File: src/rtl/core/ipv6_to_ipv4_header_translate_defines.svh
// ----------------------------------------------------------------------------
// IPv6 to IPv4 header translator - assertion macros
// Shared immediate-style wrappers around concurrent assertions on clk/rst_n.
// ----------------------------------------------------------------------------
`ifndef IPV6_TO_IPV4_HEADER_TRANSLATE_DEFINES_SVH
`define IPV6_TO_IPV4_HEADER_TRANSLATE_DEFINES_SVH

// Same-cycle implication, checked outside reset.
`define V6V4_ASSERT_SAME(label, ante, cons, msg) \
  label: assert property (@(posedge clk) disable iff (!rst_n) (ante) |-> (cons)) \
    else $error(msg);

// Next-cycle implication, checked outside reset.
`define V6V4_ASSERT_NEXT(label, ante, cons, msg) \
  label: assert property (@(posedge clk) disable iff (!rst_n) (ante) |=> (cons)) \
    else $error(msg);

`endif

File: src/rtl/core/v6v4_pkg.sv
// ----------------------------------------------------------------------------
// v6v4_pkg
// Types and constants shared by the IPv6 to IPv4 header translator.
// ----------------------------------------------------------------------------
package v6v4_pkg;

  localparam int CFG_IDX_W = 3;

  typedef enum logic [CFG_IDX_W-1:0] {
    REG_LOCAL_V6_HIGH = 3'd0,
    REG_LOCAL_V6_LOW  = 3'd1,
    REG_PREFIX_HIGH   = 3'd2,
    REG_PREFIX_MID    = 3'd3,
    REG_LOCAL_V4      = 3'd4
  } cfg_idx_t;

  typedef enum logic [1:0] {
    VERDICT_PASS  = 2'd0,
    VERDICT_DROP  = 2'd1,
    VERDICT_XLATE = 2'd2
  } verdict_t;

  localparam logic [7:0] PROTO_ICMPV6 = 8'd58;
  localparam logic [7:0] PROTO_ICMP   = 8'd1;

  // ICMPv6 types
  localparam logic [7:0] ICMP6_DST_UNREACH  = 8'd1;
  localparam logic [7:0] ICMP6_PKT_TOO_BIG  = 8'd2;
  localparam logic [7:0] ICMP6_TIME_EXCEED  = 8'd3;
  localparam logic [7:0] ICMP6_PARAM_PROB   = 8'd4;
  localparam logic [7:0] ICMP6_ECHO_REQUEST = 8'd128;
  localparam logic [7:0] ICMP6_ECHO_REPLY   = 8'd129;

  // ICMPv4 types
  localparam logic [7:0] ICMP4_ECHO_REPLY   = 8'd0;
  localparam logic [7:0] ICMP4_DST_UNREACH  = 8'd3;
  localparam logic [7:0] ICMP4_ECHO_REQUEST = 8'd8;
  localparam logic [7:0] ICMP4_TIME_EXCEED  = 8'd11;
  localparam logic [7:0] ICMP4_PARAM_PROB   = 8'd12;

  localparam logic [15:0] V4_HDR_LEN   = 16'd20;
  localparam logic [15:0] V4_VER_IHL   = 16'h4500;
  localparam logic [15:0] V4_FLAGS_DF  = 16'h4000;

  typedef struct packed {
    logic [63:0] local_v6_high;
    logic [63:0] local_v6_low;
    logic [63:0] prefix_high;
    logic [31:0] prefix_mid;
    logic [31:0] local_v4;
  } cfg_t;

  typedef struct packed {
    logic        ok;
    logic [7:0]  icmp_type;
    logic [7:0]  icmp_code;
    logic [31:0] icmp_rest;
  } icmp_map_t;

endpackage

File: src/rtl/core/v6v4_cfg.sv
// ----------------------------------------------------------------------------
// v6v4_cfg
// Configuration register bank; unknown indexes are ignored.
// ----------------------------------------------------------------------------
module v6v4_cfg (
  input  logic                            clk,
  input  logic                            rst_n,
  input  logic                            wr_en,
  input  logic [v6v4_pkg::CFG_IDX_W-1:0]  wr_index,
  input  logic [63:0]                     wr_data,
  output v6v4_pkg::cfg_t                  cfg
);

  v6v4_pkg::cfg_t cfg_r;
  v6v4_pkg::cfg_t cfg_nxt;

  always_comb begin
    cfg_nxt = cfg_r;
    if (wr_en) begin
      unique case (v6v4_pkg::cfg_idx_t'(wr_index))
        v6v4_pkg::REG_LOCAL_V6_HIGH: cfg_nxt.local_v6_high = wr_data;
        v6v4_pkg::REG_LOCAL_V6_LOW:  cfg_nxt.local_v6_low  = wr_data;
        v6v4_pkg::REG_PREFIX_HIGH:   cfg_nxt.prefix_high   = wr_data;
        v6v4_pkg::REG_PREFIX_MID:    cfg_nxt.prefix_mid    = wr_data[31:0];
        v6v4_pkg::REG_LOCAL_V4:      cfg_nxt.local_v4      = wr_data[31:0];
        default: ;
      endcase
    end
  end

  always_ff @(posedge clk) begin
    if (!rst_n) begin
      cfg_r <= '0;
    end else begin
      cfg_r <= cfg_nxt;
    end
  end

  assign cfg = cfg_r;

endmodule

File: src/rtl/core/v6v4_icmp_map.sv
// ----------------------------------------------------------------------------
// v6v4_icmp_map
// ICMPv6 to ICMPv4 type, code and rest-word remapping.
// ----------------------------------------------------------------------------
module v6v4_icmp_map (
  input  logic [7:0]            icmp_type,
  input  logic [7:0]            icmp_code,
  input  logic [31:0]           icmp_rest,
  output v6v4_pkg::icmp_map_t   map
);

  logic [31:0] mtu;

  // MTU shrinks by the header size difference
  assign mtu = icmp_rest - 32'd20;

  always_comb begin
    map.ok        = 1'b1;
    map.icmp_type = v6v4_pkg::ICMP4_ECHO_REPLY;
    map.icmp_code = icmp_code;
    map.icmp_rest = icmp_rest;
    unique case (icmp_type)
      v6v4_pkg::ICMP6_ECHO_REQUEST: map.icmp_type = v6v4_pkg::ICMP4_ECHO_REQUEST;
      v6v4_pkg::ICMP6_ECHO_REPLY:   map.icmp_type = v6v4_pkg::ICMP4_ECHO_REPLY;
      v6v4_pkg::ICMP6_DST_UNREACH: begin
        map.icmp_type = v6v4_pkg::ICMP4_DST_UNREACH;
        unique case (icmp_code)
          8'd0, 8'd2, 8'd3: map.icmp_code = 8'd1;
          8'd1:             map.icmp_code = 8'd10;
          8'd4:             map.icmp_code = 8'd3;
          default:          map.ok = 1'b0;
        endcase
      end
      v6v4_pkg::ICMP6_PKT_TOO_BIG: begin
        map.icmp_type = v6v4_pkg::ICMP4_DST_UNREACH;
        map.icmp_code = 8'd4;
        map.icmp_rest = {icmp_rest[31:16], mtu[15:0]};
        map.ok        = (mtu[31:16] == 16'd0);
      end
      v6v4_pkg::ICMP6_TIME_EXCEED: map.icmp_type = v6v4_pkg::ICMP4_TIME_EXCEED;
      v6v4_pkg::ICMP6_PARAM_PROB: begin
        priority if (icmp_code == 8'd0) begin
          map.icmp_type = v6v4_pkg::ICMP4_PARAM_PROB;
          map.icmp_code = 8'd0;
          map.icmp_rest = '0;
          if (icmp_rest[31:6] != 26'd0) begin
            map.ok = 1'b0;
          end else begin
            // remap the pointer into the IPv4 header layout
            unique case (icmp_rest[5:0])
              6'd0:            map.icmp_rest[31:24] = 8'd0;
              6'd1:            map.icmp_rest[31:24] = 8'd1;
              6'd4, 6'd5:      map.icmp_rest[31:24] = 8'd2;
              6'd6:            map.icmp_rest[31:24] = 8'd9;
              6'd7:            map.icmp_rest[31:24] = 8'd8;
              6'd8, 6'd9, 6'd10, 6'd11, 6'd12, 6'd13, 6'd14, 6'd15,
              6'd16, 6'd17, 6'd18, 6'd19, 6'd20, 6'd21, 6'd22, 6'd23:
                               map.icmp_rest[31:24] = 8'd12;
              6'd24, 6'd25, 6'd26, 6'd27, 6'd28, 6'd29, 6'd30, 6'd31,
              6'd32, 6'd33, 6'd34, 6'd35, 6'd36, 6'd37, 6'd38, 6'd39:
                               map.icmp_rest[31:24] = 8'd16;
              default:         map.ok = 1'b0;
            endcase
          end
        end else if (icmp_code == 8'd1) begin
          map.icmp_type = v6v4_pkg::ICMP4_DST_UNREACH;
          map.icmp_code = 8'd2;
        end else begin
          map.ok = 1'b0;
        end
      end
      default: map.ok = 1'b0;
    endcase
  end

endmodule

File: src/rtl/core/v6v4_csum.sv
// ----------------------------------------------------------------------------
// v6v4_csum
// IPv4 header checksum with id zero and DF set.
// ----------------------------------------------------------------------------
module v6v4_csum (
  input  logic [7:0]  tos,
  input  logic [15:0] total_length,
  input  logic [7:0]  ttl,
  input  logic [7:0]  protocol,
  input  logic [31:0] src,
  input  logic [31:0] dst,
  output logic [15:0] checksum
);

  logic [18:0] sum;
  logic [16:0] fold1;
  logic [16:0] fold2;

  // eight 16-bit words, at most 19 bits wide
  assign sum = {3'd0, v6v4_pkg::V4_VER_IHL | {8'd0, tos}}
             + {3'd0, total_length}
             + {3'd0, v6v4_pkg::V4_FLAGS_DF}
             + {3'd0, ttl, protocol}
             + {3'd0, src[31:16]} + {3'd0, src[15:0]}
             + {3'd0, dst[31:16]} + {3'd0, dst[15:0]};

  assign fold1 = {14'd0, sum[18:16]} + {1'b0, sum[15:0]};
  assign fold2 = fold1 + {16'd0, fold1[16]};
  assign checksum = ~fold2[15:0];

endmodule

File: src/rtl/core/ipv6_to_ipv4_header_translate.sv
// A request goes from the input register to the result register, which drives out_valid.
// Throughput: one request per cycle while out_ready stays high.
// Input and result registers part the two sides, with one combinational pass between them.
// Reset (synchronous, rst_n low) empties both stages and clears all configuration to zero.
// cfg_ready is always high; configuration is applied at the edge it is accepted.
// ----------------------------------------------------------------------------
// ipv6_to_ipv4_header_translate
// Stateless IPv6 to IPv4 header translation: classify, remap ICMP, checksum.
// ----------------------------------------------------------------------------
`include "ipv6_to_ipv4_header_translate_defines.svh"

module ipv6_to_ipv4_header_translate (
  input  logic                            clk,
  input  logic                            rst_n,
  // configuration port
  input  logic                            cfg_valid,
  output logic                            cfg_ready,
  input  logic [v6v4_pkg::CFG_IDX_W-1:0]  cfg_index,
  input  logic [63:0]                     cfg_data,
  // request channel
  input  logic                            in_valid,
  output logic                            in_ready,
  input  logic [63:0]                     in_dst_addr_high,
  input  logic [63:0]                     in_dst_addr_low,
  input  logic [63:0]                     in_src_addr_high,
  input  logic [63:0]                     in_src_addr_low,
  input  logic [7:0]                      in_next_header,
  input  logic [7:0]                      in_hop_count,
  input  logic [7:0]                      in_traffic_class,
  input  logic [15:0]                     in_payload_length,
  input  logic                            in_ext_headers_present,
  input  logic [7:0]                      in_icmp_type_in,
  input  logic [7:0]                      in_icmp_code_in,
  input  logic [31:0]                     in_icmp_rest_in,
  // result channel
  output logic                            out_valid,
  input  logic                            out_ready,
  output logic [1:0]                      out_verdict,
  output logic [31:0]                     out_v4_source,
  output logic [7:0]                      out_v4_protocol,
  output logic [7:0]                      out_v4_ttl,
  output logic [7:0]                      out_v4_tos,
  output logic [15:0]                     out_v4_total_length,
  output logic [15:0]                     out_v4_checksum,
  output logic [7:0]                      out_icmp_type_out,
  output logic [7:0]                      out_icmp_code_out,
  output logic [31:0]                     out_icmp_rest_out
);

  // Captured request payload
  typedef struct packed {
    logic [63:0] dst_high;
    logic [63:0] dst_low;
    logic [63:0] src_high;
    logic [63:0] src_low;
    logic [7:0]  next_header;
    logic [7:0]  hop_count;
    logic [7:0]  traffic_class;
    logic [15:0] payload_length;
    logic        ext_present;
    logic [7:0]  icmp_type;
    logic [7:0]  icmp_code;
    logic [31:0] icmp_rest;
  } req_t;

  // Result register contents
  typedef struct packed {
    v6v4_pkg::verdict_t verdict;
    logic [31:0]        v4_source;
    logic [7:0]         v4_protocol;
    logic [7:0]         v4_ttl;
    logic [7:0]         v4_tos;
    logic [15:0]        v4_total_length;
    logic [15:0]        v4_checksum;
    logic [7:0]         icmp_type;
    logic [7:0]         icmp_code;
    logic [31:0]        icmp_rest;
  } res_t;

  v6v4_pkg::cfg_t      cfg;
  v6v4_pkg::icmp_map_t icmp_map;

  logic  req_valid_r, req_valid_nxt;
  logic  out_valid_r, out_valid_nxt;
  req_t  req_r;
  res_t  res_r, res_nxt;

  logic        in_accept;
  logic        res_load;
  logic        addr_hit;
  logic        dst_special;
  logic        is_icmp;
  logic [31:0] dst_v4;
  logic [7:0]  v4_proto;
  logic [15:0] v4_tlen;
  logic [15:0] v4_csum;

  logic        res_not_xlate;
  logic        res_fields_zero;
  logic        res_plain_xlate;
  logic        res_icmp_zero;

  // --------------------------------------------------------------------------
  // Configuration bank: always ready, writes land at the accepting edge
  // --------------------------------------------------------------------------
  assign cfg_ready = 1'b1;

  v6v4_cfg u_cfg (
    .clk      (clk),
    .rst_n    (rst_n),
    .wr_en    (cfg_valid),
    .wr_index (cfg_index),
    .wr_data  (cfg_data),
    .cfg      (cfg)
  );

  // --------------------------------------------------------------------------
  // Handshake: the input register refills whenever its contents advance
  // --------------------------------------------------------------------------
  assign res_load  = req_valid_r && (!out_valid_r || out_ready);
  assign in_ready  = !req_valid_r || res_load;
  assign in_accept = in_valid && in_ready;

  always_comb begin
    req_valid_nxt = req_valid_r;
    if (in_accept) begin
      req_valid_nxt = 1'b1;
    end else if (res_load) begin
      req_valid_nxt = 1'b0;
    end
    out_valid_nxt = out_valid_r;
    if (res_load) begin
      out_valid_nxt = 1'b1;
    end else if (out_ready) begin
      out_valid_nxt = 1'b0;
    end
  end

  always_ff @(posedge clk) begin
    if (!rst_n) begin
      req_valid_r <= 1'b0;
      out_valid_r <= 1'b0;
    end else begin
      req_valid_r <= req_valid_nxt;
      out_valid_r <= out_valid_nxt;
    end
  end

  // Hold the request until it moves on to the result register
  always_ff @(posedge clk) begin
    if (in_accept) begin
      req_r.dst_high       <= in_dst_addr_high;
      req_r.dst_low        <= in_dst_addr_low;
      req_r.src_high       <= in_src_addr_high;
      req_r.src_low        <= in_src_addr_low;
      req_r.next_header    <= in_next_header;
      req_r.hop_count      <= in_hop_count;
      req_r.traffic_class  <= in_traffic_class;
      req_r.payload_length <= in_payload_length;
      req_r.ext_present    <= in_ext_headers_present;
      req_r.icmp_type      <= in_icmp_type_in;
      req_r.icmp_code      <= in_icmp_code_in;
      req_r.icmp_rest      <= in_icmp_rest_in;
    end
  end

  // --------------------------------------------------------------------------
  // Classification: translate only traffic to the local address from the prefix
  // --------------------------------------------------------------------------
  assign addr_hit = (req_r.dst_high == cfg.local_v6_high) &&
                    (req_r.dst_low  == cfg.local_v6_low)  &&
                    (req_r.src_high == cfg.prefix_high)   &&
                    (req_r.src_low[63:32] == cfg.prefix_mid);

  // Embedded IPv4 destination: drop zero, loopback and multicast
  assign dst_v4      = req_r.dst_low[31:0];
  assign dst_special = (dst_v4 == 32'd0) ||
                       (dst_v4[31:24] == 8'h7F) ||
                       (dst_v4[31:28] == 4'hE);

  assign is_icmp  = (req_r.next_header == v6v4_pkg::PROTO_ICMPV6);
  assign v4_proto = is_icmp ? v6v4_pkg::PROTO_ICMP : req_r.next_header;
  // total length wraps modulo 2^16
  assign v4_tlen  = req_r.payload_length + v6v4_pkg::V4_HDR_LEN;

  v6v4_icmp_map u_icmp_map (
    .icmp_type (req_r.icmp_type),
    .icmp_code (req_r.icmp_code),
    .icmp_rest (req_r.icmp_rest),
    .map       (icmp_map)
  );

  v6v4_csum u_csum (
    .tos          (req_r.traffic_class),
    .total_length (v4_tlen),
    .ttl          (req_r.hop_count),
    .protocol     (v4_proto),
    .src          (req_r.src_low[31:0]),
    .dst          (cfg.local_v4),
    .checksum     (v4_csum)
  );

  // Build the result; pass and drop carry zeros in every field but the verdict
  always_comb begin
    res_nxt = '0;
    priority if (!addr_hit) begin
      res_nxt.verdict = v6v4_pkg::VERDICT_PASS;
    end else if (req_r.ext_present || dst_special || (is_icmp && !icmp_map.ok)) begin
      res_nxt.verdict = v6v4_pkg::VERDICT_DROP;
    end else begin
      res_nxt.verdict         = v6v4_pkg::VERDICT_XLATE;
      res_nxt.v4_source       = req_r.src_low[31:0];
      res_nxt.v4_protocol     = v4_proto;
      res_nxt.v4_ttl          = req_r.hop_count;
      res_nxt.v4_tos          = req_r.traffic_class;
      res_nxt.v4_total_length = v4_tlen;
      res_nxt.v4_checksum     = v4_csum;
      if (is_icmp) begin
        res_nxt.icmp_type = icmp_map.icmp_type;
        res_nxt.icmp_code = icmp_map.icmp_code;
        res_nxt.icmp_rest = icmp_map.icmp_rest;
      end
    end
  end

  // Advance into the result register only when it is free or being emptied
  always_ff @(posedge clk) begin
    if (res_load) begin
      res_r <= res_nxt;
    end
  end

  assign out_valid           = out_valid_r;
  assign out_verdict         = res_r.verdict;
  assign out_v4_source       = res_r.v4_source;
  assign out_v4_protocol     = res_r.v4_protocol;
  assign out_v4_ttl          = res_r.v4_ttl;
  assign out_v4_tos          = res_r.v4_tos;
  assign out_v4_total_length = res_r.v4_total_length;
  assign out_v4_checksum     = res_r.v4_checksum;
  assign out_icmp_type_out   = res_r.icmp_type;
  assign out_icmp_code_out   = res_r.icmp_code;
  assign out_icmp_rest_out   = res_r.icmp_rest;

  // --------------------------------------------------------------------------
  // Assertions
  // --------------------------------------------------------------------------
  assign res_not_xlate   = out_valid && (out_verdict != v6v4_pkg::VERDICT_XLATE);
  assign res_fields_zero = (out_v4_source == 32'd0) && (out_v4_checksum == 16'd0) &&
                           (out_icmp_rest_out == 32'd0);
  assign res_plain_xlate = out_valid && (out_verdict == v6v4_pkg::VERDICT_XLATE) &&
                           (out_v4_protocol != v6v4_pkg::PROTO_ICMP);
  assign res_icmp_zero   = (out_icmp_type_out == 8'd0) && (out_icmp_code_out == 8'd0) &&
                           (out_icmp_rest_out == 32'd0);

  `V6V4_ASSERT_NEXT(a_accept_fills, in_valid && in_ready, req_valid_r, "accepted request lost")
  `V6V4_ASSERT_NEXT(a_load_shows, res_load, out_valid, "loaded result not presented")
  `V6V4_ASSERT_SAME(a_untranslated_zero, res_not_xlate, res_fields_zero, "pass or drop has data")
  `V6V4_ASSERT_SAME(a_non_icmp_zero, res_plain_xlate, res_icmp_zero, "ICMP fields on non-ICMP")

endmodule

File: config.mk
export PLATFORM = sky130hd
export DESIGN_NAME = ipv6_to_ipv4_header_translate
export DESIGN_NICKNAME = d
export VERILOG_FILES = /design/src/rtl/core/v6v4_pkg.sv /design/src/rtl/core/v6v4_cfg.sv /design/src/rtl/core/v6v4_icmp_map.sv /design/src/rtl/core/v6v4_csum.sv /design/src/rtl/core/ipv6_to_ipv4_header_translate.sv
export VERILOG_INCLUDE_DIRS = /design/src /design/src/rtl/core
export SDC_FILE = /design/constraint.sdc
export NUM_CORES = 1
export LEC_CHECK = 0
export ABC_AREA = 1
export BUFFER_PORTS_ARGS = -buffer_cell sky130_fd_sc_hd__buf_4
export CELL_PAD_IN_SITES_DETAIL_PLACEMENT = 1
export CELL_PAD_IN_SITES_GLOBAL_PLACEMENT = 1
export CORE_MARGIN = 2
export CORE_UTILIZATION = 43
export DETAILED_ROUTE_END_ITERATION = 10
export MAX_ROUTING_LAYER = met4
export PLACE_DENSITY_LB_ADDON = 0.1
export SLEW_MARGIN = 20
export SYNTH_ARGS = -nofsm -noshare
export SYNTH_HDL_FRONTEND = slang
export SYNTH_HIERARCHICAL = 1
export SYNTH_SLANG_ARGS = --single-unit
File: constraint.sdc
create_clock -name clk -period 11.87 [get_ports clk]
set_input_delay 3.561 -clock clk [delete_from_list [all_inputs] [get_ports clk]]
set_output_delay 3.561 -clock clk [all_outputs]
set_load 0.02 [all_outputs]
After elaboration in Yosys (flattened, before gate mapping)
Cells that the tools add are included.
Widths: inputs -> output; s select.
{ "classes": {"addsub": 11, "eq_ne": 58, "n_mux": 20, "bitwise_logic": 3, "reduce_logical": 38} }
{ "ops": {"columns": ["op", "count"], "rows": [
  ["$eq 64x64->1", 3],
  ["$eq 6x5->1 const B", 16],
  ["$add 19x16->19", 5],
  ["$pmux 32 s2", 1],
  ["$eq 6x4->1 const B", 8],
  ["$eq 6x6->1 const B", 8],
  ["$pmux 8 s3", 2],
  ["$reduce_or 38->1", 1],
  ["$eq 32x32->1", 1],
  ["$eq 8x2->1 const B", 4],
  ["$logic_not 32->1", 1],
  ["$mux 32", 1],
  ["$pmux 8 s4", 1],
  ["$reduce_or 16->1", 2],
  ["$sub 32x5->32 const B", 1],
  ["$pmux 5 s6", 1],
  ["$reduce_bool 26->1", 1],
  ["$eq 6x3->1 const B", 4],
  ["$add 19x15->19 const B", 1],
  ["$add 15x16->17", 1],
  ["$add 3x16->17", 1],
  ["$mux 17", 1],
  ["$add 16x1->16", 1],
  ["$add 16x5->16 const B", 1],
  ["29 further kinds", 63]
]} }
{ "totals": {"ff_bits": 741, "input_bits": 417, "out_inout_bits": 141} }

Logic depth before layout (Yosys ltp)
Gate-level depths: netlist (run 1).
{ "logic_depth": {"depth_word": 11, "mapped_depth": 57, "ltp_nobuf": 57} }

By module
Netlist (run 1), hierarchy kept.
{ "modules_own_cells": {"columns": ["mod", "instances", "cells_per_inst", "area_each_um2", "seq_area_each_um2"], "rows": [
  ["ipv6_to_ipv4_header_translate", 1, 1618, 19722.7, 14543.9],
  ["v6v4_cfg", 1, 1469, 10219.8, 5124.9],
  ["v6v4_csum", 1, 563, 4082.7, 0.0],
  ["v6v4_icmp_map", 1, 395, 1856.8, 0.0]
]} }

Worst setup path before layout (run 1)
Ideal clock, no wire load.
{ "synth_path": {"path_type": "input port to flip-flop", "start": "input port out_ready", "end": "register req_r, in the netlist dst_v4[0] (enable)", "setup_time_ps": 694, "t_arrival_ps": 10581, "slack_ps": 595, "cell_stages": 4, "n_path_buf": 0, "path_cell_list": "inv_1 > nand3_1 > nand2_1 > inv_1"} }
{ "synth_via": {"elab_chain_len": 4} }
{ "synth_rtl": {"columns": ["element", "line_no", "text"], "rows": [
  ["from (decl)", "ipv6_to_ipv4_header_translate.sv:37", "input logic out_ready,"],
  ["$logic_or 1x1->1", "ipv6_to_ipv4_header_translate.sv:120", "assign res_load = req_valid_r && (!out_valid_r || out_ready);"],
  ["$logic_and 1x1->1", "ipv6_to_ipv4_header_translate.sv:120", null],
  ["$logic_or 1x1->1", "ipv6_to_ipv4_header_translate.sv:121", "assign in_ready = !req_valid_r || res_load;"],
  ["via in_ready", "ipv6_to_ipv4_header_translate.sv:22", "output logic in_ready,"],
  ["$logic_and 1x1->1", "ipv6_to_ipv4_header_translate.sv:122", "assign in_accept = in_valid && in_ready;"],
  ["via in_accept", "ipv6_to_ipv4_header_translate.sv:88", "logic in_accept;"],
  ["to (decl)", "ipv6_to_ipv4_header_translate.sv:85", "req_t req_r;"]
]} }
The timed path passes the listed nets, and every way through them passes these cells.
A chain may end at the register's enable or synchronous reset.

Worst setup path in the final report (run 1)
{ "layout_path": {"start": "register req_r[87] (netlist name)", "end": "register res_r, in the netlist out_v4_checksum[15], data pin"} }
{ "layout_via": {"elab_chain_len": 10, "elab_cells_between_ends": 13, "cone_classes": "add/sub: 7; eq/ne: 1; mux: 1; bitwise: 1; reduce/logical: 3"} }
{ "layout_rtl": {"columns": ["element", "line_no", "text"], "rows": [
  ["$eq 8x6->1", "ipv6_to_ipv4_header_translate.sv:181", "assign is_icmp = (req_r.next_header == v6v4_pkg::PROTO_ICMPV6);"],
  ["$mux 8", "ipv6_to_ipv4_header_translate.sv:182", "assign v4_proto = is_icmp ? v6v4_pkg::PROTO_ICMP : req_r.next_header;"],
  ["via v4_proto[1]", "ipv6_to_ipv4_header_translate.sv:94", "logic [7:0] v4_proto;"],
  ["$add 19x16->19", "v6v4_csum.sv:23", "+ {3'd0, ttl, protocol}"],
  ["$add 19x16->19 (2 in series)", "v6v4_csum.sv:24", "+ {3'd0, src[31:16]} + {3'd0, src[15:0]}"],
  ["$add 19x16->19 (2 in series)", "v6v4_csum.sv:25", "+ {3'd0, dst[31:16]} + {3'd0, dst[15:0]};"],
  ["$add 3x16->17", "v6v4_csum.sv:27", "assign fold1 = {14'd0, sum[18:16]} + {1'b0, sum[15:0]};"],
  ["$add 16x1->16", "v6v4_csum.sv:28", "assign fold2 = fold1 + {16'd0, fold1[16]};"],
  ["$not 16->16", "v6v4_csum.sv:29", "assign checksum = ~fold2[15:0];"],
  ["via v4_csum[15]", "ipv6_to_ipv4_header_translate.sv:96", "logic [15:0] v4_csum;"],
  ["to (signal assigned)", "ipv6_to_ipv4_header_translate.sv:229", "res_r <= res_nxt;"],
  ["to (decl)", "ipv6_to_ipv4_header_translate.sv:86", "res_t res_r, res_nxt;"]
]} }
The timed path passes the listed nets, and every way through them passes these cells.

==> flow_metrics.py, run 1 <==
metrics = {
    "grt": {
        "grt_overflow": 0,
        "grt_first_pass_wirelength_um": 167000,
        "grt_pass1_vias": 28700,
        "grt_usage_pct": 26.5,
        "antenna_found_initial": 17,
        "grt_start_max_net_pins": 135,
    },
    "die": {
        "die_w_um": 293,
        "initial_core_util_pct": 43.6,
        "die_area_sq_um": 85800,
        "pin_count": 558,
        "die_h_um": 293,
        "std_cell_rows": 105,
        "core-area_sq_um": 82400,
    },
    "sta": {
        "rsz0062_at_grt": "no",
        "finClkSkew_ps": 36.0,
        "hold_violations": 0,
        "worstMarginPinSlew_ps": 1080,
        "hold_ws_ps": 484,
        "setup_viol": 0,
        "slew_headroom_pct": 27.7,
        "setup-tns-final_ps": 0,
        "finalCritPeriodShare_pct": 73.1,
        "final_max_slew_viol_count": 0,
        "fmax_mhz": 115,
        "min_period_ps": 8680,
    },
    "route": {
        "ant_nets": 0,
        "drc": 0,
        "avgRoutedWirePerCell_um": 19.5,
        "wl_um": 112000,
        "drtIter0Drc": 1592,
        "vias_per_cell": 4.86,
        "firstDrtPassIters": 5,
        "dr_total_vias": 27900,
    },
    "synth": {
        "syn_area_per_cell_sq_um": 8.87,
        "synth.yosys.seq_area_share_pct": 54.8,
        "ys_warn_count": 6,
        "synth.top_cells.by_area": "edfxtp_1, dfxtp_1, nor2_1",
        "synth.distinct_cells": 51,
        "syn_area_sq_um": 35900,
        "yosys_register_bits": 741,
        "synth_top_area_share_pct": 40.4,
        "synth_area_leader_cell": "edfxtp_1",
        "netlist_instances": 4045,
    },
    "layout": {
        "multi_input_area_sq_um": 13100,
        "regArea_sq_um": 19700,
        "drive_above_1_share_pct": 18.5,
        "fin_util_pct": 53.0,
        "nNetsFinal": 5109,
        "n_fill_cell": 9586,
        "area_growth_pct": 21.6,
    },
    "hold_path": {
        "hp-class": "reg -> reg",
        "worstHoldStart": "u_cfg/cfg[25]$_SDFFE_PN0P_",
    },
    "clocking": {
        "cts-resized-gates": 0,
        "cts_tree": "built",
        "cts.reportedPaths.clkPinSlew_ps": 60,
        "cts_made_buffers": 84,
        "cts_root_buf": "clkbuf_16",
        "clock_sinks": 741,
        "postCtsSetupRepairBufs": 0,
        "clock_latency_ps": 650,
        "htree_levels": 3,
        "cts_buffer_depth": 3,
        "hold_buffers": 0,
    },
    "worst_setup_path": {
        "critPathLaunch": "req_r[87]$_DFFE_PP_",
        "cp_max_fo": 5,
        "r2r_slack_ps": 3190,
        "r2r_end": "out_v4_checksum[15]$_SDFFCE_PP0P_",
        "crit_buf_inv": 10,
        "cp_common_cell": "inv_1",
        "cp.arrival_ps": 9040,
        "cpLargestDelayFamily": "simple AND/OR/NAND/NOR gates",
        "critPathRequiredTime_ps": 12230,
        "worst-path-stages": 53,
        "critPathKind": "reg -> reg",
        "cp-endpoint": "out_v4_checksum[15]$_SDFFCE_PP0P_",
        "start_kind": "flip-flop",
        "reg2reg_depth": 53,
        "crit_slowest_cell": "fa_1",
        "cpPeakStageDelay_ps": 550,
        "rr_startpoint": "req_r[87]$_DFFE_PP_",
        "endpoint_kind": "flip-flop",
    },
    "placement": {
        "place_congestion": 0.891,
        "post-dp-hpwl_um": 81000,
        "portBuffers": 556,
    },
    "pwr": {
        "p_leak_nw": 20.2,
        "pwr_density_cell_nw_per_um2": 179,
        "irDropWorstVdd_uv": 127,
    },
    "run_status": {
        "status": "finished, final reports clean",
    },
    "flow_run": {
        "maxCapViolations": 0,
    },
}
[cells by family (layout without fill, tap and decap cells)]
family	after synthesis	in the layout	share of synthesized area (%)
and+or+nand+nor	2198	2198	25.9
buffers and inverters	763	1362	8.68
DFF	741	741	54.8
xor gates and xnor gates	165	165	4.08
adders and majority gates	111	111	5.36
AOI/OAI and AO/OA	65	65	1.11
other	2	19	0.0209
[routing by layer]
layer / GRT usage (%) / part of all wire [%]
met4: 8.17 / 2.9
met2: 44.9 / 50
met1: 32.5 / 42
met5: - / 0
met3: 4.36 / 4.9
[worst min-delay path, stage by stage, from the launching register on]
cell	delay, ps
dfxtp_1	320
nor2_1	50
nor2_1	80
[cells in the final DEF (no fill, tap or decap), types with 5 or more instances in the layout]
cell,Yosys,final
ha_1,40,40
clkbuf_8,0,8
nor2_2,33,31
o21ai_0,15,15
o22ai_1,7,7
nor4_1,7,7
nor2_1,961,961
xor2_1,129,129
diode_2,0,14
clkbuf_16,0,88
inv_1,599,598
inv_2,28,28
nand3_1,319,319
dfxtp_1,258,258
nand4_1,13,13
nor3_1,14,14
a21oi_1,25,24
clkinv_2,1,18
edfxtp_1,483,483
buf_4,12,578
conb_1,2,5
nor2_4,18,20
xnor2_1,35,35
clkbuf_1,32,16
nand3_2,14,13
nand2_4,7,7
nand2_1,762,762
fa_1,71,71
clkinv_1,2,12
clkinvlp_4,0,6
nand2_2,33,33
[worst min path at each step]
| stage | end | cells past startpoint | slack (ps) |
|---|---|---|---|
| 2_1_floorplan | out_valid$_SDFFE_PN0P_ | 2 | 450 |
| 3_3_place_gp | u_cfg/cfg[21]$_SDFFE_PN0P_ | 2 | 470 |
| 3_5_place_dp | u_cfg/cfg[9]$_SDFFE_PN0P_ | 2 | 470 |
| 4_1_cts | u_cfg/cfg[9]$_SDFFE_PN0P_ | 2 | 490 |
| 5_1_grt | u_cfg/cfg[21]$_SDFFE_PN0P_ | 2 | 510 |
| 6_report | u_cfg/cfg[25]$_SDFFE_PN0P_ | 2 | 480 |
[final cells by class]
cell class                 instances  share of cell area, %
sequential                       741                   45.1
multi-input combinational       2544                   30.1
timing repair buffer             579                   9.97
inverter                         631                   5.46
clock buffer                     111                   5.40
tap                             1070                   3.07
clock inverter                    41                  0.834
antenna                           14                 0.0803
[Yosys cell counts (all sizes together)]
| library cell | count |
|---|---|
| o21bai | 2 |
| nor2b | 1 |
| or2 | 3 |
| conb | 2 |
| nor2 | 1016 |
| o21a | 2 |
| nor3 | 15 |
| xor2 | 130 |
| nor4 | 7 |
| o22ai | 9 |
| clkbuf | 33 |
| buf | 99 |
| nand4 | 14 |
| xnor2 | 35 |
| fa | 71 |
| clkinv | 4 |
| ha | 40 |
| a21oi | 25 |
| nand3b | 3 |
| inv | 627 |
| o221ai | 1 |
| o2bb2ai | 1 |
| a31oi | 1 |
| o21ai | 19 |
| o32ai | 4 |
| nand3 | 336 |
| dfxtp | 258 |
| edfxtp | 483 |
| nand2 | 802 |
| nor3b | 1 |
| a41oi | 1 |
[metrics by stage]
| step | setup slack [ps] | total power [mW] | cell area, sq um | cells |
|---|---|---|---|---|
| after floorplan | 595 | 4.63 | 35900 | 4048 |
| after global placement | 3530 | 5.25 | 40900 | 5565 |
| after detailed placement | 3240 | 5.28 | 40900 | 5565 |
| after CTS | 3220 | 7.87 | 43600 | 5717 |
| after global routing | 2480 | 8.22 | 43600 | 5730 |
| final | 3190 | 7.79 | 43600 | 5731 |
[flip-flops by register name, summed over array words and instances (netlist names), 16 cells and up]
register	count
u_cfg/cfg	256
dst_v4	32
out_v4_total_length	16
out_v4_checksum	16
out_v4_source	32
req_r	313
out_icmp_rest_out	32
[power by group]
part           switching [mW]  leakage [nW]  internal (mW)  total, mW
Combinational            1.52          11.9          0.764       2.28
Sequential             0.0714          6.92           2.87       2.94
Clock                    1.09          1.33           1.47       2.57
Note: power is estimated with default switching activity, not from simulation.
==> run 2: changes to the inputs <==
--- a/config.mk
+++ b/config.mk
@@ -6,12 +6,12 @@
 export SDC_FILE = /design/constraint.sdc
 export NUM_CORES = 1
 export LEC_CHECK = 0
-export ABC_AREA = 1
+export ABC_AREA = 0
 export BUFFER_PORTS_ARGS = -buffer_cell sky130_fd_sc_hd__buf_4
 export CELL_PAD_IN_SITES_DETAIL_PLACEMENT = 1
 export CELL_PAD_IN_SITES_GLOBAL_PLACEMENT = 1
 export CORE_MARGIN = 2
-export CORE_UTILIZATION = 43
+export CORE_UTILIZATION = 46
 export DETAILED_ROUTE_END_ITERATION = 10
 export MAX_ROUTING_LAYER = met4
 export PLACE_DENSITY_LB_ADDON = 0.1
==> constraint.sdc (replaced) <==
create_clock -name clk -period 8.9 [get_ports clk]
set_input_delay 2.67 -clock clk [delete_from_list [all_inputs] [get_ports clk]]
set_output_delay 2.67 -clock clk [all_outputs]
set_load 0.02 [all_outputs]
==> flow_metrics.py, run 2 <==
metrics = {
    "sta": {
        "setup_viol": 0,
        "finClkSkew_ps": 28.7,
        "final_max_slew_viol_count": 0,
        "hold_violations": 0,
        "worstMarginPinSlew_ps": 1130,
        "min_period_ps": 8430,
        "slew_headroom_pct": 24.8,
        "setup-tns-final_ps": 0,
        "fin_ws_ps": 465,
        "fmax_mhz": 119,
        "finalCritPeriodShare_pct": 94.8,
    },
    "synth": {
        "synthTopCellsByCount": "edfxtp_1, nand2_1, dfxtp_1, mux2i_1, xnor2_1",
        "yosys_register_bits": 741,
        "synth_most_common_cell": "edfxtp_1",
        "synth.distinct_cells": 87,
        "synth_edf_count": 483,
        "async_flop_share_pct": 0,
        "synth_top_area_share_pct": 44.2,
        "synth_area_leader_cell": "edfxtp_1",
        "syn_area_per_cell_sq_um": 12.9,
        "syn_area_sq_um": 32800,
        "yosys_most_used_dff": "edfxtp_1",
        "ys_warn_count": 6,
        "netlist_instances": 2551,
        "synth.yosys.seq_area_share_pct": 60.0,
        "synth.top_cells.by_area": "edfxtp_1, dfxtp_1, mux2i_1",
    },
    "grt": {
        "grt_overflow": 0,
        "grt_start_max_net_pins": 170,
        "use_met2_pct": 47.9,
        "grt_usage_pct": 28.9,
        "met1_usage_pct": 34.6,
        "use_met3_pct": 5.08,
        "grt.busiest_layer": "met2",
        "grt_pass1_vias": 23400,
        "grt_first_pass_wirelength_um": 151000,
        "antenna_found_initial": 11,
    },
    "route": {
        "drtIter0Drc": 1550,
        "drc": 0,
        "vias_per_cell": 5.32,
        "dr_total_vias": 21900,
        "wl_um": 105000,
        "firstDrtPassIters": 5,
        "avgRoutedWirePerCell_um": 25.5,
        "ant_nets": 0,
    },
    "clocking": {
        "cts_tree": "built",
        "clock_latency_ps": 650,
        "cts_made_buffers": 82,
        "clock_sinks": 741,
        "cts_root_buf": "clkbuf_16",
        "cts.reportedPaths.clkPinSlew_ps": 60,
        "cts_buffer_depth": 3,
        "htree_levels": 3,
    },
    "worst_setup_path": {
        "critPathRequiredTime_ps": 9280,
        "critPathKind": "reg -> reg",
        "cp_max_fo": 5,
        "crit_slowest_cell": "fa_1",
        "cp.arrival_ps": 8820,
        "cp_common_cell": "fa_1",
        "start_kind": "flip-flop",
        "cpPeakStageDelay_ps": 580,
        "endpoint_kind": "flip-flop",
    },
    "flow_run": {
        "maxCapViolations": 0,
    },
    "hold_path": {
        "hp-class": "reg -> reg",
    },
    "pwr": {
        "pwr_density_cell_nw_per_um2": 239,
        "total_power_mw": 9.68,
        "p_leak_nw": 16.7,
        "irDropWorstVdd_uv": 179,
    },
    "layout": {
        "final_area_sq_um": 40500,
        "largest_reg_flops": 313,
        "area_growth_pct": 23.6,
        "drive_above_1_share_pct": 24.3,
        "most-common-layout-cells": "buf_4, edfxtp_1, nand2_1",
        "fin_util_pct": 57.7,
        "top_register": "req_r",
        "nNetsFinal": 3626,
        "layout_commonest_cell": "buf_4",
    },
    "die": {
        "die_h_um": 271,
        "initial_core_util_pct": 46.7,
        "pin_count": 558,
        "die_area_sq_um": 73400,
        "core-area_sq_um": 70300,
        "std_cell_rows": 97,
        "die_w_um": 271,
    },
    "placement": {
        "placed_area_sq_um": 37600,
        "post-dp-hpwl_um": 77100,
        "portBuffers": 556,
        "post-place-ws_ps": -62.6,
        "place_congestion": 0.865,
    },
    "run_status": {
        "status": "finished, final reports clean",
    },
}
==> run 2: cell count changes in the layout (fill, tap and decap cells not counted), sizes merged, moves of 24 or more <==
| cell | before | now |
|---|---|---|
| nor2 | 1016 | 54 |
| inv | 630 | 160 |
| nand2 | 802 | 372 |
| nand3 | 336 | 11 |
| mux2i | 0 | 257 |
| xnor2 | 35 | 253 |
| xor2 | 130 | 20 |
| and3 | 0 | 95 |
| nand4 | 14 | 67 |
| and4 | 0 | 48 |
| nor4 | 7 | 31 |
==> run 2: metrics by stage <==
stage | cells | hold slack [ps]
floorplan | 2554 | 438
global placement | 3948 | 445
detailed placement | 3948 | 456
CTS | 4100 | 467
global route | 4116 | 491
finish | 4116 | 460
==> run 2: worst max-delay path: cells and delay by family (launching register included) <==
family | cells | cell delay (ps)
fa+ha+maj | 7 | 3010
buf+inv | 5 | 480
xor+xnor | 1 | 100
mux | 1 | 220
flops | 1 | 410
compound gates | 8 | 1240
simple gates | 15 | 2700
==> run 2: path summary, 6_finish.rpt <==
check	from	end	slack [ps]	cells past startpoint
min	u_cfg/cfg[20]$_SDFFE_PN0P_	u_cfg/cfg[20]$_SDFFE_PN0P_	460	2
max reg2reg	req_r[83]$_DFFE_PP_	out_v4_checksum[14]$_SDFFCE_PP0P_	470	37
max	req_r[83]$_DFFE_PP_	out_v4_checksum[14]$_SDFFCE_PP0P_	470	37
min reg2reg	u_cfg/cfg[20]$_SDFFE_PN0P_	u_cfg/cfg[20]$_SDFFE_PN0P_	460	2
==> run 2: where the power goes <==
part / switching [mW] / internal [mW] / total [mW]
logic: 1.40 / 0.919 / 2.32
clock network: 1.44 / 1.99 / 3.43
registers: 0.0969 / 3.83 / 3.93
total: 2.94 / 6.74 / 9.68
==> run 2: timing repair <==
action / 4_1_cts / 5_1_grt
buffers inserted: 0 / 6
hold buffers: 0 / 0
pin swaps: 0 / 8
endpoints found under the setup margin: 2 / 9
gates resized for setup: 1 / 20
==> run 2: layer usage <==
layer  up-vias  routed length [um]  part of all wire (%)
li1      10000                   -                     -
met1     11000               42000                    40
met2       722               52400                    50
met3       193                5890                   5.6
met4         0                4550                   4.3
met5         -                   0                     0
==> run 2: final cells by class <==
type	count	area, sq um
fillers	7019	29700
clock inverters	40	382
multi-input cells	1536	11900
flip-flops and latches	741	19700
well taps	940	1180
diodes	10	25.0
clock buffers	112	2330
repair buffers	580	4410
inverters	157	591
==> run 2: cells by family after synthesis <==
group / after synthesis / synth area share, %
adder cells (fa/ha/maj): 111 / 5.86
flip-flops: 741 / 60.0
AO/OA/AOI/OAI: 117 / 2.52
AND/OR/NAND/NOR: 773 / 12.3
multiplexers: 257 / 7.84
XOR/XNOR: 273 / 7.34
other: 2 / 0.0229
buffers and inverters: 277 / 4.14
